### src/sv/dis_cell.sv
// One storage cell of the index chain: holds one stored index and passes it on.
// Depends on nothing.
`default_nettype none
module dis_cell #(
   parameter int unsigned WIDTH = 24
) (
   input  wire logic             clock,
   input  wire logic             shift_en,
   input  wire logic [WIDTH-1:0] d,
   output logic      [WIDTH-1:0] q
);
   logic [WIDTH-1:0] value_ff;

   always_ff @(posedge clock) begin
      if (shift_en) begin
         value_ff <= d;
      end
   end

   assign q = value_ff;
endmodule
`default_nettype wire

### config.mk
export PLATFORM = sky130hd
export DESIGN_NAME = dis_cell
export DESIGN_NICKNAME = d
export VERILOG_FILES = /design/src/sv/dis_cell.sv
export SDC_FILE = /design/constraint.sdc
export NUM_CORES = 1
export LEC_CHECK = 0
export ABC_AREA = 0
export BUFFER_PORTS_ARGS = -buffer_cell sky130_fd_sc_hd__buf_4
export CAP_MARGIN = 20
export CELL_PAD_IN_SITES_DETAIL_PLACEMENT = 0
export CELL_PAD_IN_SITES_GLOBAL_PLACEMENT = 1
export CORE_UTILIZATION = 33
export CTS_CLUSTER_SIZE = 24
export DETAILED_ROUTE_END_ITERATION = 10
export PLACE_DENSITY_LB_ADDON = 0.1
export SLEW_MARGIN = 30
export SYNTH_ARGS = -nofsm -noshare
export SYNTH_HDL_FRONTEND = slang
export SYNTH_SLANG_ARGS = --single-unit
export TNS_END_PERCENT = 5
### constraint.sdc
create_clock -name clock -period 0.8 [get_ports clock]
set_input_delay 0.24 -clock clock [delete_from_list [all_inputs] [get_ports clock]]
set_output_delay 0.24 -clock clock [all_outputs]
set_load 0.02 [all_outputs]
## After elaboration in Yosys (flattened, before gate mapping)

Index checks and enable logic that the tools add are counted.

| word-level totals | value |
|---|---|
| output and inout port bits | 24 |
| flip-flop bits (word level) | 24 |
| word-level logic and storage cells | 1 |

## Longest topological paths before layout

Gate-level depths: netlist (run 1).

| logic depth | value |
|---|---|
| depth after elaboration | 0 |
| mapped depth | 0 |

## Worst setup path before layout (run 1)

No wires, ideal clock.

| path | value |
|---|---|
| path kind | flip-flop to output port |
| start point | reg value_ff[0], in the netlist q[0] |
| end point | out q[0] |
| arrival | 0.449 ns |
| data required time | 0.560 ns |
| slack | 0.111 ns |
| buffers on the path | 0 |
| stages on the path, launching flop included | 1 |
| cell sequence | edfxtp_1 |

RTL lines:

| what | line | source |
|---|---|---|
| from (decl) | 12 | `logic [WIDTH-1:0] value_ff;` |
| from (signal assigned) | 16 | `value_ff <= d;` |
| to (decl) | 10 | `output logic [WIDTH-1:0] q` |

No word-level cell between the ends.

## Worst setup path in the final report (run 1)

| path | value |
|---|---|
| start point | reg value_ff[1], in the netlist q[1] |
| end point | out q[1] |

No word-level cell between the ends.

==> results of run 1 <==
placed cells by master, fill, tap and decap left out, drive strengths merged:
cell type | netlist | routed
bufinv | 0 | 1
clkbuf | 0 | 3
edfxtp | 24 | 24
buf | 0 | 49
stage by stage:
stage | hold slack [ps] | total power [mW] | setup TNS (ps) | util, %
global route | 81.44 | 2.888 | -7759 | 63.00
floorplan | 338.9 | 1.678 | 0 | -
global placement | 418.1 | 1.927 | -1302 | 56.06
finish | 104.1 | 2.801 | -6779 | 63.00
detailed placement | 419.3 | 1.929 | -1280 | 56.06
CTS | 87.30 | 2.826 | -7226 | 62.25
logic make-up (layout without fill, tap and decap cells):
| family | Yosys count | after routing | synth area share (%) |
|---|---|---|---|
| DFF | 24 | 24 | 100.0 |
| buffers and inverters | 0 | 53 | 0 |
per-layer routing:
| layer | vias to the layer above | routed length [microns] | global-route usage [%] |
|---|---|---|---|
| met5 | - | 0 | 0 |
| li1 | 202 | - | - |
| met1 | 190 | 474 | 11.60 |
| met3 | 0 | 145 | 4.088 |
| met4 | 0 | 0 | 7.353 |
| met2 | 33 | 533 | 13.66 |
worst paths after layout:
kind / endpoint / depth (start not counted)
worst min-delay path: q[18] / 1
worst max-delay path: q[1] / 1
final cells by class:
| type | count | area, sq um |
|---|---|---|
| Clock buffer | 3 | 22.52 |
| Clock inverter | 1 | 30.03 |
| Fill cell | 153 | 740.7 |
| Sequential cell | 24 | 720.7 |
| Tap cell | 27 | 33.78 |
| Timing Repair Buffer | 49 | 454.2 |
power groups by stage:
stage | clock network, mW | registers, mW | logic (mW)
2_1_floorplan | 0 | 1.68 | 0
3_3_place_gp | 0 | 1.54 | 0.383
5_1_grt | 0.889 | 1.55 | 0.453
3_5_place_dp | 0 | 1.55 | 0.383
6_report | 0.832 | 1.54 | 0.434
4_1_cts | 0.865 | 1.53 | 0.428
==> out/results.txt, run 1 <==
Status = finished, violations left
Violated checks = negative setup slack
# IOs = 50
CP Max Fanout = 1
Synth Flop Type = edfxtp_1
Placed cells = 100
Number of synthesized flops with an enable pin = 24
Maximum vdd ir drop = 1413 uV
Synth top area cells = edfxtp_1 (100%)
Cell Area, Placed = 0.001122 sq mm
Non-filler cells in the finished layout = 104
Post-Syn Instances = 24
Fmax = 909.2 MHz
First-pass GRT wire length = 1.607 mm
Number of global-route vias before repair = 386
Max Cap Viol = 0
Syn Nets = 50
Largest delay share family, worst path = flip-flops
Worst slew margin = 80.33%
Most frequent cells after synthesis = edfxtp_1 (24)
Layout cells sized above 1 = 68.83%
Crit path largest cell delay = 410 ps
Leakage Power = 0.5269 nW
Fraction of registers with async set/reset = 0%
Worst setup margin = -299.8 ps
Setup Crit Path Kind = flip-flop to primary output
Internal = 2.245 mW
# rows = 16
Max reg flops = 24
Routed wire length = 1.153 mm
Seq/Total Area, Yosys = 100.0%
Initial Util = 36.00%
Max clock buf depth = 2
DRT antenna net count = 0
Gate power share = 15.5%
Worst Path Arrival = 860 ps
Routed length per instance = 11.09 microns
Setup crit end kind = primary output
Cell area after layout = 0.001261 sq mm
CTS root buf = clkbuf_4
Switching pwr = 0.5565 mW
Worst-path clk slew = 120 ps
Post-Syn Area = 720.7 sq um
Worst-path cell chain = buf_6
Placement Setup Slack = -54.15 ps
Hold crit path type = input pin to flip-flop
Die Height = 48.73 microns
Post-CTS setup buffer count = 0
Total grt overflow = 0
Drt drc = 0
Hold Buf Count CTS = 0
Antenna violations before repair = 0
Htree depth = 1
Syn Area/Cell = 30.03 sq um
Die W = 48.73 microns
Multi-In Gates = 0
Initial DRC count = 6
Die Area = 0.002375 sq mm
Area grow syn2layout = 75.00%
CTS resizes = 19
CTS tree = yes
CP Launch Point = q[1]
RSZ-0062 raised after global routing = true
Footprint of the multi-input gates = 0 sq um
Routed vias = 425
Total GRT Usage = 9.660%
Switching Share = 19.87%
Final min period = 1100 ps
WP data required = 560 ps
Yosys top cell area share = 100.0%
WP buf/inv = 1
Yosys reg bits = 24
RePlAce Congestion = 0.6131
TritonCTS Sinks = 24
Vias per inst = 4.087
Pre-antenna DRT Iters = 3
Final hold vios = 0
Port Buf Inserts = 49
Power Density = 2221 mW/mm^2
Clk pwr share = 29.7%
Worst slew pin tran = 295.1 ps
Core area = 0.002002 sq mm
Startpoint types = flip-flop
Hold_sp = d[18]
Flop pwr share = 54.8%
Diode count = 0
Post-synth top area cell = edfxtp_1
Yosys warning count = 0
Period Utilization, post-route = 137.5%
Layout net count = 104
Pin count of the biggest net entering global routing = 25
Yosys cell types = 1
Final setup violation count = 24
Slowest-stage cell, CP = edfxtp_1
Inserted Clock Buffers = 3
Top-count cell post-synth = edfxtp_1
Max-slew violation count = 0
Power figures use the tool's default switching activity.
==> run 2, diff against run 1 <==
Settings changed: PLACE_DENSITY from default to 0.83, PLACE_DENSITY_LB_ADDON 0.1 to default.
==> run 2 against run 1 <==
Compared with the run above: the run still ends with negative setup slack left; setup slack got worse by 7.5 ps; power shrank 12%; die area stayed put; non-clock buffer count is the same; sequential power barely moved; final cell count is the same; sequential cell count unchanged; first-iteration DRC count down 50%; clock power decreased by 40%; critical path depth stayed put; global-route usage increased by 1.9 points; hold slack improved by 2.7 ps; critical path type unchanged; largest power group unchanged.
==> out/results.txt, run 2 (synthesized netlist as in run 1, its figures left out) <==
Largest delay share family, worst path = flip-flops (unchanged)
Pin count of the biggest net entering global routing = 25 (unchanged)
Maximum vdd ir drop = 1003 uV (was 1413 uV)
Power Density = 2002 mW/mm^2 (was 2221 mW/mm^2)
WP data required = 560 ps (about the same)
Antenna violations before repair = 0 (unchanged)
DRT antenna net count = 0 (unchanged)
Max Cap Viol = 0 (unchanged)
Core area = 0.002002 sq mm (unchanged)
WP buf/inv = 1 (unchanged)
Period Utilization, post-route = 138.4% (was 137.5%)
Vias per inst = 4.000 (was 4.087)
Setup crit end kind = primary output (unchanged)
CTS root buf = clkbuf_4 (unchanged)
Critical path depth in cells = 1 (unchanged)
Routed vias = 416 (was 425)
Die Height = 48.73 microns (unchanged)
# rows = 16 (unchanged)
Max clock buf depth = 2 (unchanged)
Multi-In Gates = 0 (unchanged)
TritonCTS Sinks = 24 (unchanged)
Layout net count = 104 (unchanged)
Drt drc = 0 (unchanged)
Diode count = 0 (unchanged)
First-pass GRT wire length = 1.959 mm (was 1.607 mm)
Worst Path Arrival = 870 ps (was 860 ps)
RSZ-0062 raised after global routing = true (unchanged)
Layout cells sized above 1 = 67.53% (was 68.83%)
Initial DRC count = 3 (was 6)
Max-slew violation count = 0 (unchanged)
Routed wire length = 1.252 mm (was 1.153 mm)
Worst slew margin = 80.61% (was 80.33%)
CP Launch Point = q[7] (was q[1])
Non-filler cells in the finished layout = 104 (unchanged)
Area grow syn2layout = 71.35% (was 75.00%)
Max reg flops = 24 (unchanged)
Final min period = 1107 ps (was 1100 ps)
Placement Setup Slack = -52.90 ps (was -54.15 ps)
Pre-antenna DRT Iters = 3 (unchanged)
Placed cells = 100 (unchanged)
Hold crit path type = input pin to flip-flop (unchanged)
Most common cell after layout, fill and taps aside = buf_4 (unchanged)
Inserted Clock Buffers = 3 (unchanged)
Setup Crit Path Kind = flip-flop to primary output (unchanged)
RePlAce Congestion = 0.6563 (was 0.6131)
Worst setup margin = -307.3 ps (was -299.8 ps)
Hold-critical path depth = 1 (unchanged)
# IOs = 50 (unchanged)
Total GRT Usage = 11.58% (was 9.660%)
Initial Util = 36.00% (unchanged)
Fmax = 903.1 MHz (was 909.2 MHz)
Startpoint types = flip-flop (unchanged)
Port Buf Inserts = 49 (unchanged)
Slowest-stage cell, CP = edfxtp_1 (unchanged)
Hold Buf Count CTS = 0 (unchanged)
Number of global-route vias before repair = 429 (was 386)
Status = finished, violations left (unchanged)
Die W = 48.73 microns (unchanged)
Total grt overflow = 0 (unchanged)
CTS tree = yes (unchanged)
Most frequent cells in the layout = buf_4 (26), edfxtp_1 (24), buf_6 (23) (unchanged)
Worst setup path end = q[7] (was q[1])
Crit path largest cell delay = 420 ps (was 410 ps)
Htree depth = 1 (unchanged)
Routed length per instance = 12.04 microns (was 11.09 microns)
Worst slew pin tran = 290.8 ps (was 295.1 ps)
Die Area = 0.002375 sq mm (unchanged)
Final setup violation count = 24 (unchanged)
CP Max Fanout = 1 (unchanged)
Worst-path clk slew = 120 ps (about the same)
Final hold vios = 0 (unchanged)
Violated checks = negative setup slack (unchanged)
Footprint of the multi-input gates = 0 sq um (unchanged)
Worst-path cell chain = buf_6 (unchanged)
Leakage Power = 0.5143 nW (was 0.5269 nW)
run 2: cell types whose count changed in the layout (fill, tap and decap cells not counted), sizes merged:
cell,change
clkinv,+1
bufinv,-1
run 2: layer usage:
| layer | track usage, % | part of all wire, % | wire (microns) | up-vias |
|---|---|---|---|---|
| li1 | - | - | - | 202 |
| met1 | 12.71 | 38 | 482 | 194 |
| met2 | 20.14 | 55 | 691 | 18 |
| met3 | 3.459 | 5.3 | 66 | 2 |
| met4 | 5.882 | 0.96 | 12 | 0 |
| met5 | 0 | 0 | 0 | - |
run 2: timing repair:
action,CTS,global route
resized for setup,20,3
buffers inserted,0,0
endpoints found under the setup margin,24,24
run 2: layout make-up:
cell class	count	area [sq um]
Sequential cell	24	720.7
Clock inverter	1	3.754
Fill cell	155	767.0
Timing Repair Buffer	49	454.2
Clock buffer	3	22.52
Tap cell	27	33.78
run 2: worst min-delay path by stage:
stage                     slack [ps]     to  startpoint
after floorplan                  340   q[0]        d[0]
after global placement           420  q[12]       d[12]
after detailed placement         420   q[0]        d[0]
after CTS                        100   q[0]        d[0]
after global routing              80   q[5]        d[5]
final                            110   q[0]        d[0]
run 2: through the flow:
stage          util (%)  area, sq um  hold slack [ps]  setup TNS, ps  power [mW]
2_1_floorplan         -        720.7            338.9              0       1.678
3_3_place_gp      56.06         1122            418.8          -1082       1.924
3_5_place_dp      56.06         1122            419.3          -1256       1.933
4_1_cts           61.12         1224            102.2          -6901       2.478
5_1_grt           61.69         1235            82.84          -7751       2.559
6_report          61.69         1235            106.8          -6717       2.472
run 2: where the power goes:
group / total (mW) / switching (mW) / internal (mW)
clock network: 0.500 / 0.318 / 0.181
registers: 1.54 / 0.0427 / 1.49
logic: 0.436 / 0.191 / 0.244
==> run 3, diff against run 2 <==
Settings changed: CORE_MARGIN from default to 2, CTS_CLUSTER_SIZE 24 to 30.
==> run 3 against run 2 <==
Compared with the run above: the run still ends with negative setup slack left; largest cell class unchanged; critical endpoint is now q[23]; core utilization rose by 2.2 points; sequential share of layout area is 2.0 points lower; via count increased by 2.9%; sequential power hardly changed; non-clock buffer count grew 2; hold slack got worse by 2.3 ps; clock-buffer cell count unchanged.
==> out/results.txt, run 3 (synthesized netlist as in run 1, its figures left out) <==
Startpoint types = flip-flop (unchanged)
Layout net count = 106 (was 104)
Gate power share = 18.6% (was 17.6%)
Fmax = 908.9 MHz (was 903.1 MHz)
CTS root buf = clkbuf_4 (unchanged)
WP buf/inv = 1 (unchanged)
DRT antenna net count = 0 (unchanged)
Status = finished, violations left (unchanged)
Flop pwr share = 61.3% (was 62.2%)
Switching pwr = 0.5630 mW (was 0.5521 mW)
Largest delay share family, worst path = flip-flops (unchanged)
Hold crit path type = input pin to flip-flop (unchanged)
Routed wire length = 1.357 mm (was 1.252 mm)
Most common cell after layout, fill and taps aside = buf_4 (unchanged)
Total grt overflow = 0 (unchanged)
Final hold vios = 0 (unchanged)
Multi-In Gates = 0 (unchanged)
Hold-critical path depth = 1 (unchanged)
Worst Path Arrival = 860 ps (was 870 ps)
RePlAce Congestion = 0.6157 (was 0.6563)
Die Height = 50.73 microns (was 48.73 microns)
Initial Util = 36.00% (unchanged)
Worst slew margin = 92.11% (was 80.61%)
Crit path largest cell delay = 410 ps (was 420 ps)
Slowest-stage cell, CP = edfxtp_1 (unchanged)
CP Launch Point = q[23] (was q[7])
Inserted Clock Buffers = 3 (unchanged)
Vias per inst = 4.038 (was 4.000)
Area grow syn2layout = 77.43% (was 71.35%)
Post-layout util = 63.88% (was 61.69%)
Max-slew violation count = 0 (unchanged)
Layout cells sized above 1 = 68.35% (was 67.53%)
Maximum vdd ir drop = 1432 uV (was 1003 uV)
Number of global-route vias before repair = 444 (was 429)
Total GRT Usage = 12.37% (was 11.58%)
Drt drc = 0 (unchanged)
Violated checks = negative setup slack (unchanged)
RSZ-0062 raised after global routing = true (unchanged)
CP Max Fanout = 1 (unchanged)
Pre-antenna DRT Iters = 2 (was 3)
Internal = 1.943 mW (was 1.920 mW)
Die Area = 0.002574 sq mm (was 0.002375 sq mm)
Switching Share = 22.47% (was 22.33%)
WP data required = 560 ps (about the same)
Clk pwr share = 20.1% (was 20.2%)
CTS tree = yes (unchanged)
Max Cap Viol = 0 (unchanged)
# IOs = 50 (unchanged)
Max reg flops = 24 (unchanged)
HPWL Detailed = 1.027 mm
Final min period = 1100 ps (was 1107 ps)
First-pass GRT wire length = 2.076 mm (was 1.959 mm)
Setup Crit Path Kind = flip-flop to primary output (unchanged)
Critical path depth in cells = 1 (unchanged)
# rows = 16 (unchanged)
Diode count = 0 (unchanged)
Routed length per instance = 12.80 microns (was 12.04 microns)
Routed vias = 428 (was 416)
Period Utilization, post-route = 137.5% (was 138.4%)
Worst slew pin tran = 118.3 ps (was 290.8 ps)
Worst-path clk slew = 120 ps (about the same)
Leakage Power = 0.5344 nW (was 0.5143 nW)
Antenna violations before repair = 0 (unchanged)
Core area = 0.002002 sq mm (unchanged)
Worst-path cell chain = buf_6 (unchanged)
Final setup violation count = 24 (unchanged)
Initial DRC count = 3 (unchanged)
Footprint of the multi-input gates = 0 sq um (unchanged)
Worst setup margin = -300.2 ps (was -307.3 ps)
Max clock buf depth = 2 (unchanged)
PnR Total Power = 2.506 mW (was 2.472 mW)
Die W = 50.73 microns (was 48.73 microns)
Most frequent cells in the layout = buf_4 (25), buf_6 (24), edfxtp_1 (24) (was buf_4 (26), edfxtp_1 (24), buf_6 (23))
Htree depth = 1 (unchanged)
Worst setup path end = q[23] (was q[7])
Port Buf Inserts = 49 (unchanged)
Pin count of the biggest net entering global routing = 14 (was 25)
Power Density = 1959 mW/mm^2 (was 2002 mW/mm^2)
TritonCTS Sinks = 24 (unchanged)
Setup crit end kind = primary output (unchanged)
Hold_ws = 104.5 ps (was 106.8 ps)
run 3: power groups by stage:
| stage | Clock [mW] | Sequential [mW] | Combinational [mW] |
|---|---|---|---|
| final | 0.504 | 1.54 | 0.465 |
| after global placement | 0 | 1.54 | 0.407 |
| after CTS | 0.531 | 1.54 | 0.464 |
| after floorplan | 0 | 1.68 | 0 |
| after detailed placement | 0 | 1.55 | 0.412 |
| after global routing | 0.592 | 1.55 | 0.487 |
run 3: what timing repair did:
item / CTS / global route
gates resized for setup: 22 / 2
setup endpoints to repair: 24 / 24
hold buffers: 0 / 0
setup buffers: 0 / 0
pin swaps: 0 / 0
run 3: stage by stage:
step	cells	worst slack, ps	setup TNS (ps)	instance area, sq um
final	106	-300.2	-6787	1279
after global routing	106	-360.1	-8194	1279
after CTS	106	-320.3	-7199	1271
after detailed placement	102	13.29	0	1162
after global placement	102	16.23	0	1162
after floorplan	24	110.5	0	720.7
run 3: how the worst min path moves through the flow:
stage / start / endpoint / slack, ps
after floorplan: d[0] / q[0] / 340
after global placement: d[7] / q[7] / 420
after detailed placement: d[20] / q[20] / 420
after CTS: d[6] / q[6] / 90
after global routing: d[7] / q[7] / 70
final: d[21] / q[21] / 100
run 3: metal layers:
layer	GRT usage, %	vias up	wire length, microns
met1	13.49	193	472
met3	4.762	2	97
li1	-	207	-
met4	8.108	0	18
met2	19.96	26	768
met5	0	-	0
run 3: layout make-up:
class | count | area (sq um)
Sequential cell | 24 | 720.7
Fill cell | 174 | 723.2
Clock buffer | 3 | 22.52
Tap cell | 27 | 33.78
Clock inverter | 1 | 3.754
Timing Repair Buffer | 51 | 498.0
