[config.mk]
export PLATFORM = sky130hd
export DESIGN_NAME = dis_modmul
export DESIGN_NICKNAME = d
export VERILOG_FILES = /design/src/sv/dis_pkg.sv /design/src/sv/dis_modmul.sv
export SDC_FILE = /design/constraint.sdc
export NUM_CORES = 1
export LEC_CHECK = 0
export BUFFER_PORTS_ARGS = -buffer_cell sky130_fd_sc_hd__buf_2
export CAP_MARGIN = 20
export CORE_UTILIZATION = 64
export CTS_BUF_LIST = sky130_fd_sc_hd__clkbuf_16
export DETAILED_ROUTE_END_ITERATION = 12
export HOLD_SLACK_MARGIN = 0.15
export PLACE_DENSITY = 0.9
export SYNTH_ARGS = -nofsm -noshare
export SYNTH_HDL_FRONTEND = slang
export SYNTH_SLANG_ARGS = --single-unit
export TNS_END_PERCENT = 30
[constraint.sdc]
create_clock -name clock -period 13.2 [get_ports clock]
set_input_delay 3.96 -clock clock [delete_from_list [all_inputs] [get_ports clock]]
set_output_delay 3.96 -clock clock [all_outputs]
set_load 0.01 [all_outputs]
[src/sv/dis_pkg.sv]
// Shared types and constants of the diagonal index set generator.
// Used by every module of the block but dis_cell; depends on nothing.
`default_nettype none
package dis_pkg;

   // Widths fixed by the word formats.
   localparam int unsigned POS_W  = 24;   // item position
   localparam int unsigned REG_W  = 13;   // one dimension register
   localparam int unsigned MOD_W  = 26;   // n*m and all residues mod n*m
   localparam int unsigned COEF_W = 14;   // signed Bezout coefficient
   localparam int unsigned SIZE_W = 9;    // reported set size
   localparam int unsigned IDX_W  = 2;    // register index
   localparam int unsigned STEP_W = 2;    // sub-step of a four-step phase

   // Register indexes.
   localparam logic [IDX_W-1:0] REG_ROWS_TOTAL = 2'd0;
   localparam logic [IDX_W-1:0] REG_COLS_TOTAL = 2'd1;
   localparam logic [IDX_W-1:0] REG_SUB_ROWS   = 2'd2;
   localparam logic [IDX_W-1:0] REG_SUB_COLS   = 2'd3;

   // Sub-steps, used by the reduction, term and multiply phases.
   localparam logic [STEP_W-1:0] STEP_FIRST  = 2'd0;
   localparam logic [STEP_W-1:0] STEP_SECOND = 2'd1;
   localparam logic [STEP_W-1:0] STEP_THIRD  = 2'd2;
   localparam logic [STEP_W-1:0] STEP_LAST   = 2'd3;

   typedef enum logic [3:0] {
      ST_IDLE,
      ST_CHECK,
      ST_GCD,
      ST_GCD_WAIT,
      ST_PRE,
      ST_PRE_WAIT,
      ST_DIV,
      ST_DIV_WAIT,
      ST_MUL,
      ST_MUL_WAIT,
      ST_SUM,
      ST_SEARCH,
      ST_INSERT,
      ST_DONE
   } state_type;

endpackage
`default_nettype wire

[src/sv/dis_modmul.sv]
// Bit-serial modular multiplier: product of two residues modulo a modulus.
// Depends on dis_pkg.
`default_nettype none
module dis_modmul (
   input  wire logic                      clock,
   input  wire logic                      reset,
   input  wire logic                      start,
   input  wire logic [dis_pkg::MOD_W-1:0] op_a,
   input  wire logic [dis_pkg::MOD_W-1:0] op_b,
   input  wire logic [dis_pkg::MOD_W-1:0] modulus,
   output logic                           done,
   output logic [dis_pkg::MOD_W-1:0]      product
);
   localparam int unsigned CW = $clog2(dis_pkg::MOD_W + 1);

   logic                      busy_ff;
   logic                      done_ff;
   logic [CW-1:0]             cnt_ff;
   logic [dis_pkg::MOD_W-1:0] a_ff;
   logic [dis_pkg::MOD_W-1:0] b_ff;
   logic [dis_pkg::MOD_W-1:0] mod_ff;
   logic [dis_pkg::MOD_W-1:0] acc_ff;
   logic [dis_pkg::MOD_W:0]   dbl;
   logic [dis_pkg::MOD_W:0]   dbl_red;
   logic [dis_pkg::MOD_W:0]   add;
   logic [dis_pkg::MOD_W:0]   acc_in;

   // Horner step: acc = 2*acc (+ b) mod modulus, top bit of a first.
   always_comb begin
      dbl     = {acc_ff, 1'b0};
      dbl_red = (dbl >= {1'b0, mod_ff}) ? dbl - {1'b0, mod_ff} : dbl;
      add     = a_ff[dis_pkg::MOD_W-1] ? dbl_red + {1'b0, b_ff} : dbl_red;
      acc_in  = (add >= {1'b0, mod_ff}) ? add - {1'b0, mod_ff} : add;
   end

   always_ff @(posedge clock) begin
      if (reset) begin
         busy_ff <= 1'b0;
         done_ff <= 1'b0;
         cnt_ff  <= '0;
      end else begin
         done_ff <= 1'b0;
         if (start) begin
            busy_ff <= 1'b1;
            cnt_ff  <= '0;
         end else if (busy_ff) begin
            cnt_ff <= cnt_ff + 1'b1;
            if (cnt_ff == CW'(dis_pkg::MOD_W - 1)) begin
               busy_ff <= 1'b0;
               done_ff <= 1'b1;
            end
         end
      end
   end

   always_ff @(posedge clock) begin
      if (start) begin
         a_ff   <= op_a;
         b_ff   <= op_b;
         mod_ff <= modulus;
         acc_ff <= '0;
      end else if (busy_ff) begin
         a_ff   <= {a_ff[dis_pkg::MOD_W-2:0], 1'b0};
         acc_ff <= acc_in[dis_pkg::MOD_W-1:0];
      end
   end

   assign done    = done_ff;
   assign product = acc_ff;
endmodule
`default_nettype wire

# After elaboration in Yosys (flattened, before gate mapping)
# Index checks and enable logic that the tools add are counted.
[word_totals]
ff_bits = 111
in_bits = 81
out_inout_bits = 27
wordCells = 27
[op_classes]
n_addsub = 4
order_cmp = 2
eq_ne = 1
muxes = 9
n_bitwise = 1
n_reduce_logical = 3
[op_table]
columns = ["operator", "count"]
rows = [
  ["26-bit two-way mux", 3],
  ["27-bit by 26-bit >= comparator with 1-bit output", 2],
  ["27-bit two-way mux", 2],
  ["27-bit by 26-bit adder with 27-bit output", 1],
  ["27-bit by 26-bit subtractor with 27-bit output", 1],
  ["26-bit subtractor", 1],
  ["5-bit by 1-bit adder with 5-bit output, second input constant", 1],
  ["5-bit equality test, second input constant", 1],
  ["1-bit two-way mux", 4],
  ["3-bit OR reduction", 1],
  ["2-bit nonzero test", 1],
  ["2-bit OR reduction", 1],
  ["1-bit inverter", 1],
]

# Longest topological paths before layout
# Gate-level depths: netlist of the first run.
[logic_depth]
ltp_word = 6
depth_mapped = 33
mapped_depth_nobuf = 30

# Least setup slack after synthesis of the first run
# Ideal clock, no wire load.
[synth_path]
path_kind = "register to register"
startpoint = "register acc_ff (netlist bit product[16])"
endpoint = "register acc_ff (netlist bit product[11])"
arrival_ps = 6620
path_slack_ps = 6481
stages_incl_launch_ff = 31
path_buffers = 3
synth_period_minus_slack_ps = 6719
cell_sequence = "dfxtp_1 -> ha_1 -> and2_1 -> nand3_1 -> or4_4 -> o31ai_4 -> a211oi_2 -> nor2_4 -> buf_4 -> mux2_2 -> ha_1 -> clkbuf_1 -> a21oi_1 -> inv_1 -> o41a_1 -> o41a_1 -> a21oi_1 -> xnor2_1 -> mux2_2 -> ha_1 -> and2_1 -> nand2_1 -> a2111oi_0 -> a211oi_1 -> a21oi_1 -> nand2_1 -> o211a_1 -> nand2_4 -> buf_12 -> nor3_2 -> a2111oi_4"
[synth_via]
elab_chain_cells = 6
word_cells_on_any_way = 8
classes_between = "add/sub: 3; order compare: 2; mux: 3"
[synth_rtl]
columns = ["element", "line", "text"]
rows = [
  ["from (decl)", "dis_modmul.sv:22", "logic [dis_pkg::MOD_W-1:0] acc_ff;"],
  ["from (signal assigned)", "dis_modmul.sv:64", "acc_ff <= acc_in[dis_pkg::MOD_W-1:0];"],
  ["27-bit by 26-bit subtractor with 27-bit output / 27-bit by 26-bit >= comparator with 1-bit output (equally long branches)", "dis_modmul.sv:31", "dbl_red = (dbl >= {1'b0, mod_ff}) ? dbl - {1'b0, mod_ff} : dbl;"],
  ["27-bit two-way mux *", "dis_modmul.sv:31", ""],
  ["27-bit by 26-bit adder with 27-bit output", "dis_modmul.sv:32", "add = a_ff[dis_pkg::MOD_W-1] ? dbl_red + {1'b0, b_ff} : dbl_red;"],
  ["27-bit two-way mux *", "dis_modmul.sv:32", ""],
  ["27-bit by 26-bit >= comparator with 1-bit output / 26-bit subtractor (equally long branches)", "dis_modmul.sv:33", "acc_in = (add >= {1'b0, mod_ff}) ? add - {1'b0, mod_ff} : add;"],
  ["26-bit two-way mux *", "dis_modmul.sv:33", ""],
]
# Mark *: on every way between the ends. The rest lies on a longest branch, timed or not.
# A chain may end at the register's enable or synchronous reset.

# Worst setup path in the final report of the first run
[layout_path]
startpoint = "register mod_ff[16] (netlist name)"
endpoint = "register acc_ff (netlist bit product[7])"
[layout_via]
elab_chain_cells = 6
word_cells_on_any_way = 8
classes_between = "add/sub: 3; order compare: 2; mux: 3"
[layout_rtl]
columns = ["element", "line", "text"]
rows = [
  ["from (decl)", "dis_modmul.sv:21", "logic [dis_pkg::MOD_W-1:0] mod_ff;"],
  ["from (signal assigned)", "dis_modmul.sv:60", "mod_ff <= modulus;"],
  ["27-bit by 26-bit subtractor with 27-bit output / 27-bit by 26-bit >= comparator with 1-bit output (equally long branches)", "dis_modmul.sv:31", ""],
  ["27-bit two-way mux", "dis_modmul.sv:31", ""],
  ["27-bit by 26-bit adder with 27-bit output", "dis_modmul.sv:32", ""],
  ["27-bit two-way mux", "dis_modmul.sv:32", ""],
  ["27-bit by 26-bit >= comparator with 1-bit output / 26-bit subtractor (equally long branches)", "dis_modmul.sv:33", ""],
  ["26-bit two-way mux *", "dis_modmul.sv:33", ""],
]
# Marked as above.

==> results_dict.tcl, run 1 <==
set metrics [dict create \
    ant_nets 0 \
    hold_end "product[15]$_SDFFE_PP0P_" \
    worstPathRequired_ns 13.46 \
    cts_tree "yes" \
    cts_setup_buffers 0 \
    cts_root_buf "clkbuf_16" \
    top_layer "met4" \
    r2r_start "mod_ff[16]$_DFFE_PP_" \
    cts_resized 0 \
    setup_viol 0 \
    viasPerCell 6.39 \
    placementRows 42 \
    hold_viol_final 0 \
    totalWireLength_um 22200 \
    core_um2 13300 \
    crit_path_end_kind "register" \
    cts_sinks 111 \
    synth_area_leaders "edfxtp_1 (27%), ha_1 (11%), dfxtp_1 (7.5%)" \
    r2r_cells 29 \
    wl_met1_um 9260 \
    clk_pin_slew_ns 0.09 \
    final_common_cell "buf_2" \
    slowest_stage "nor2_4" \
    synth_edf_count 78 \
    grt_util_all_layers_pct 31.8 \
    crit_fanout 31 \
    fin_crit_ns 8.44 \
    h-tree-depth 3 \
    worstHoldPathCells 2 \
    antenna_found_initial 0 \
    grt_max_degree 57 \
    first_pass_iters 5 \
    die_y_um 119 \
    clock_latency_ns 0.37 \
    syn2layout_area_growth_pct 10.5 \
    synth-async-reset-ratio_pct 0 \
    syn_area_per_cell_um2 9.80 \
    slew_violations 0 \
    wl_met3_um 1500 \
    synth.distinct_cells 77 \
    place.gp.congestion 0.948 \
    layout_common_cells "buf_2 (106), ha_1 (80), edfxtp_1 (78)" \
    hold_start "product[15]$_SDFFE_PP0P_" \
    fin_crit_sh_pct 64.0 \
    finClkSkew_ns 0.0134 \
    diodes 0 \
    grt_pass1_vias 7368 \
    detail_route.wl_per_cell_um 18.9 \
    synth_top_area_share_pct 26.5 \
    ctsHoldBuffers 0 \
    ff2ff_setup_slack_ns 4.76 \
    hold_path_class "reg2reg" \
    slew_headroom_pct 43.2 \
    critPathBufInv 1 \
    dp_hpwl_um 16600 \
    yosys_most_used_dff "edfxtp_1" \
    grt_setup_unrepaired "no" \
    start_kind "register" \
    io_pins 108 \
    cts_buffers 9 \
    maxCapViolations 0 \
    worstMarginPinSlew_ns 0.850 \
    synth_seq_area_share_pct 34.0 \
    synth_nets 1065 \
    synth_area_um2 8830 \
    final_nets 1158 \
    critPathMaxStageDelay_ns 0.70 \
    syn_inst 901 \
    yosysTopAreaCell "edfxtp_1" \
    drive_gt1_share_pct 20.7 \
    die_area_um2 14300 \
    crit_arrival_ns 8.70 \
    die_w_um 119 \
    grt_pass1_wl_um 35800 \
    outcome "finished clean" \
    critical-path-top-delay-family "compound AO/OA/AOI/OAI gates" \
    wl_met2_um 10600 \
    drt-initial-drc-count 657 \
    ys_warn_count 0 \
    r2r_end "product[7]$_SDFFE_PP0P_" \
    fmax_mhz 118 \
    grt_overflow 0 \
    drc 0 \
    timing.setup.tns_ns 0 \
    ys_seq_elements 111 \
    io_buffers 107 \
    vias 7508 \
    path_class "reg2reg" \
    start_util_pct 66.1 \
    max-clock-path-buffers 2 \
]
through the flow:
stage               hold WS, ns  cells  instance area, um2  setup WS [ns]  util [%]
global placement          0.498   1158                9420           4.83      70.6
floorplan                 0.479    901                8830           6.48         -
finish                    0.526   1175                9760           4.76      73.1
CTS                       0.526   1174                9740           4.38      73.0
global route              0.543   1175                9760           4.25      73.1
detailed placement        0.518   1158                9420           4.54      70.6
Yosys cell counts, types with 8 or more instances:
cell / number
a21oi_1: 72
mux2_1: 8
nor2b_1: 8
mux2i_1: 26
nor2_1: 71
and3_1: 12
o21ai_0: 42
nand2_1: 44
nand2b_1: 11
dfxtp_1: 33
o211ai_1: 9
a31oi_1: 14
nand4_1: 15
ha_1: 80
mux2_2: 56
edfxtp_1: 78
nor3_1: 15
clkbuf_1: 17
nand3_1: 11
xnor2_1: 36
inv_1: 40
xor2_1: 31
o21a_1: 13
a21o_1: 26
a211oi_1: 31
tightest hold or removal path, stage by stage, from the launching register on:
cell	delay (ns)
dfxtp_1	0.34
nor2_1	0.09
a211oi_1	0.05
state kept, by name, indices dropped and copies added, names as in the netlist:
register,flops
a_ff,26
b_ff,26
busy_ff,1
cnt_ff,5
done,1
mod_ff,26
product,26
cell families (layout without fill, tap and decap cells):
group	Yosys count	in the layout	share of synthesized area (%)
and+or+nand+nor	225	225	12.9
AOI/OAI and AO/OA	253	253	19.2
DFF	111	111	34.0
adders and majority gates	83	83	12.0
xor gates and xnor gates	68	68	6.83
buffers and inverters	71	169	3.94
muxes	90	90	11.1
worst max-delay path by stage:
stage / start / endpoint / slack [ns] / cells after the start
CTS: mod_ff[16]$_DFFE_PP_ / product[7]$_SDFFE_PP0P_ / 4.38 / 29
global placement: mod_ff[17]$_DFFE_PP_ / product[7]$_SDFFE_PP0P_ / 4.83 / 29
detailed placement: mod_ff[16]$_DFFE_PP_ / product[7]$_SDFFE_PP0P_ / 4.54 / 29
floorplan: product[16]$_SDFFE_PP0P_ / product[11]$_SDFFE_PP0P_ / 6.48 / 30
finish: mod_ff[16]$_DFFE_PP_ / product[7]$_SDFFE_PP0P_ / 4.76 / 29
global route: mod_ff[2]$_DFFE_PP_ / product[7]$_SDFFE_PP0P_ / 4.25 / 29
metal layers:
layer  GRT usage, %  vias up
met5              0        -
met4           14.9        0
met3           6.32       60
met2           53.3      319
met1           39.4     3558
li1               -     3571
area by class of cell:
class	instances	area (um2)
clock inverters	7	101
well taps	176	220
repair buffers	111	573
multi-input cells	719	5480
flip-flops and latches	111	3000
clock buffers	9	225
fillers	963	3590
inverters	42	158
Power of run 1 is left out: the tool's default activity adds up to more than one toggle a clock period on the data nets, which glitch-free logic cannot reach.
==> run 2: changes to the inputs <==
CORE_UTILIZATION = 54   (was 64)
PLACE_DENSITY = 0.81   (was 0.9)
clock period = 7 ns   (was 13.2 ns; I/O delays follow)
==> run 2 against run 1 <==
- first-iteration DRC count shrank 5.3%
- fmax is 23% higher
- register-to-register slack worse by 4.6 ns
- final cell count grew 10%
- hold slack worse by 0.00070 ns
- wire length is 12% higher
- critical path depth grew 1
- non-clock buffer count is 83 higher
- cell area increased by 13%
- critical path type unchanged
==> results_dict.tcl, run 2 (synthesized netlist as in run 1, its figures left out) <==
set metrics [dict create \
    cts_root_buf "clkbuf_16" \
    fin_crit_sh_pct 97.7 \
    hold-worst-slack_ns 0.525 \
    first_pass_iters 5 \
    place.gp.congestion 0.998 \
    crit_path_end_kind "register" \
    setup_viol 0 \
    max-clock-path-buffers 2 \
    totalWireLength_um 24800 \
    detail_route.wl_per_cell_um 19.1 \
    syn2layout_area_growth_pct 25.3 \
    h-tree-depth 3 \
    antenna_found_initial 0 \
    die_area_um2 16900 \
    die_w_um 130 \
    start_kind "register" \
    place_area_um2 10000 \
    placementRows 46 \
    cts_buffers 9 \
    fillers 1191 \
    fin_ws_ns 0.162 \
    pre_cts_slack_ns -0.233 \
    clk_pin_slew_ns 0.09 \
    grt_max_degree 58 \
    drt-initial-drc-count 622 \
    diodes 0 \
    critPathBufInv 4 \
    fin_crit_ns 6.84 \
    slew_headroom_pct 52.0 \
    final_area_um2 11100 \
    slew_violations 0 \
    cpMostUsedCell "a211oi_2" \
    io_buffers 107 \
    grt_pass1_vias 7403 \
    final_common_cell "buf_2" \
    hold_viol_final 0 \
    hold_path_class "reg2reg" \
    critical-path-top-delay-family "simple AND/OR/NAND/NOR gates" \
    io_pins 108 \
    worstPathRequired_ns 7.24 \
    grt_overflow 0 \
    fin_cells 1298 \
    cts_sinks 111 \
    fmax_mhz 146 \
    drc 0 \
    dp_hpwl_um 17400 \
    start_util_pct 55.4 \
    critPathMaxStageDelay_ns 0.50 \
    cts_tree "yes" \
    final_nets 1241 \
    outcome "finished clean" \
    finClkSkew_ns 0.0164 \
    core_um2 15900 \
    worstMarginPinSlew_ns 0.721 \
    clock_latency_ns 0.39 \
    layout_common_cells "buf_2 (106), buf_4 (80), edfxtp_1 (78)" \
    viasPerCell 6.12 \
    maxCapViolations 0 \
    die_y_um 130 \
    slowest_stage "or4_4" \
    vias 7941 \
    path_class "reg2reg" \
    dp.cells 1266 \
    crit_arrival_ns 7.08 \
    grt_pass1_wl_um 36500 \
    drive_gt1_share_pct 33.5 \
    crit_fanout 7 \
    grt_util_all_layers_pct 28.1 \
    ant_nets 0 \
]
## run 2: timing repair
action | in CTS | in global routing
gates cloned | 0 | 3
pin swaps | 3 | 41
setup buffers | 2 | 12
endpoints found under the setup margin | 26 | 26
hold buffers | 0 | 0
gates resized for setup | 13 | 94
## run 2: area by class of cell
type	count	area, um2	share of cell area (%)
multi-input combinational	719	6020	54.4
sequential	111	3000	27.2
timing repair buffer	194	1290	11.7
tap	216	270	2.44
clock buffer	9	225	2.04
inverter	42	158	1.43
clock inverter	7	93.8	0.848
## run 2: metal layers
metal	wire length [um]	vias to the layer above	GRT usage [%]
met5	0	-	0
met4	967	0	13.9
met3	1900	74	5.70
met2	11600	390	45.5
met1	10400	3740	35.9
li1	-	3737	-
## run 2: worst paths after layout
path                                                  to  cells after the start                   start  slack (ns)
worst max-delay path            product[10]$_SDFFE_PP0P_                     30    mod_ff[17]$_DFFE_PP_        0.16
worst min register to register    cnt_ff[4]$_SDFFE_PP0P_                      2  cnt_ff[4]$_SDFFE_PP0P_        0.53
worst max register to register  product[10]$_SDFFE_PP0P_                     30    mod_ff[17]$_DFFE_PP_        0.16
worst min-delay path              cnt_ff[4]$_SDFFE_PP0P_                      2  cnt_ff[4]$_SDFFE_PP0P_        0.53
## run 2: worst reg2reg max path: cells and delay by family, from the launching register on
| kind | cells | cell delay [ns] |
|---|---|---|
| flops | 1 | 0.37 |
| mux | 3 | 0.88 |
| compound gates | 9 | 1.59 |
| fa+ha+maj | 3 | 1.04 |
| xor+xnor | 1 | 0.06 |
| buf+inv | 4 | 0.55 |
| simple gates | 10 | 2.20 |
## run 2: stage by stage
step	util, %	TNS, ns
floorplan	-	0
global placement	62.7	-1.13
detailed placement	62.7	-4.85
CTS	65.2	0
global route	69.4	-1.11
finish	69.4	0
Power of run 2 is left out for the same reason.
==> run 3: changes to the inputs <==
CORE_MARGIN = 1.5   (was not set)
==> run 3 against run 2 <==
- worst setup slack got worse by 0.15 ns
- hold slack better by 0.014 ns
- sequential share of layout area is essentially flat
- global-route usage shrank 0.56 points
- final cell count is 0.31% lower
- fmax decreased by 2.1%
- flip-flop and latch count unchanged
- clock skew is 0.0014 ns higher
- largest cell class unchanged
- highest routed layer unchanged
==> results_dict.tcl, run 3 (synthesized netlist as in run 1, its figures left out) <==
set metrics [dict create \
    outcome "finished clean" \
    h-tree-depth 3 \
    cpMostUsedCell "ha_4" \
    crit_path_end_kind "register" \
    hold_viol_final 0 \
    multi_input_area_um2 6080 \
    hold-worst-slack_ns 0.539 \
    startpoint "mod_ff[1]$_DFFE_PP_" \
    cts_buffers 9 \
    critical-path-top-delay-family "compound AO/OA/AOI/OAI gates" \
    worstHoldPathCells 2 \
    syn2layout_area_growth_pct 25.6 \
    ant_nets 0 \
    slew_violations 0 \
    placementRows 46 \
    maxCapViolations 0 \
    totalWireLength_um 24800 \
    die_area_um2 17100 \
    hold_start "product[21]$_SDFFE_PP0P_" \
    antenna_found_initial 0 \
    clock_latency_ns 0.38 \
    die_y_um 131 \
    r2r_cells 32 \
    slowest_stage "or4_4" \
    start_kind "register" \
    critPathBufInv 4 \
    setup_viol 0 \
    drt-initial-drc-count 467 \
    grt_pass1_wl_um 36400 \
    grt_pass1_vias 7385 \
    diodes 0 \
    layout_common_cells "buf_2 (106), edfxtp_1 (78), buf_4 (75)" \
    viasPerCell 6.08 \
    worstPathRequired_ns 7.23 \
    grt_util_all_layers_pct 27.5 \
    fmax_mhz 143 \
    final_area_um2 11100 \
    place_area_um2 10000 \
    final_common_cell "buf_2" \
    hold_path_class "reg2reg" \
    fin_crit_sh_pct 99.8 \
    io_pins 108 \
    start_util_pct 55.4 \
    io_buffers 107 \
    critPathMaxStageDelay_ns 0.53 \
    first_pass_iters 5 \
    max-clock-path-buffers 2 \
    final_nets 1237 \
    detail_route.wl_per_cell_um 19.1 \
    drc 0 \
    drive_gt1_share_pct 33.4 \
    dp_hpwl_um 17600 \
    regArea_um2 3000 \
    core_um2 15900 \
    crit_arrival_ns 7.22 \
    die_w_um 131 \
    cts_root_buf "clkbuf_16" \
    vias 7873 \
    worstMarginPinSlew_ns 0.713 \
    path_depth 32 \
    r2r_start "mod_ff[1]$_DFFE_PP_" \
    grt_max_degree 58 \
    fillers 1141 \
    grt_setup_unrepaired "yes" \
    finClkSkew_ns 0.0179 \
    cts_sinks 111 \
    ctsHoldBuffers 0 \
    fin_crit_ns 6.99 \
    grt_overflow 0 \
    slew_headroom_pct 52.5 \
    crit_fanout 7 \
    clk_pin_slew_ns 0.08 \
    place.gp.congestion 0.920 \
    path_class "reg2reg" \
    cts_tree "yes" \
]
-- run 3: tightest hold or removal path: cells and delay by family (launching register included) --
kind	cells	cell delay, ns
AND/OR/NAND/NOR	1	0.09
flip-flops	1	0.35
AO/OA/AOI/OAI	1	0.05
-- run 3: layer usage --
layer  track usage (%)  up-vias  routed length (um)
met4              10.4        0                 950
met5                 0        -                   0
li1                  -     3740                   -
met3              5.21       72                1610
met2              45.5      317               11600
met1              36.0     3744               10600
-- run 3: worst paths after layout --
path,slack [ns],to
max,0.01,product[4]$_SDFFE_PP0P_
max reg2reg,0.01,product[4]$_SDFFE_PP0P_
min reg2reg,0.54,product[21]$_SDFFE_PP0P_
min,0.54,product[21]$_SDFFE_PP0P_
-- run 3: layout make-up --
class                   count  share of cell area (%)
multi-input cells         719                    54.8
flip-flops and latches    111                    27.1
repair buffers            190                    11.3
well taps                 216                    2.44
clock buffers               9                    2.03
inverters                  42                    1.42
clock inverters             7                   0.892
-- run 3: stage by stage --
step / TNS (ns) / utilization [%] / std cells / setup WS (ns)
finish: 0 / 69.5 / 1294 / 0.0147
CTS: 0 / 65.0 / 1282 / 0.00214
detailed placement: -3.60 / 62.7 / 1265 / -0.193
global placement: 0 / 62.7 / 1265 / 0.0114
global route: -5.75 / 69.5 / 1294 / -0.284
floorplan: 0 / - / 901 / 0.281
-- run 3: repair_timing --
action                                  in CTS  in global routing
endpoints found under the setup margin      26                 26
pin swaps                                    2                 42
cloned                                       0                  2
gates resized for setup                     10                107
setup buffers                                1                 11
Power of run 3 is left out for the same reason.
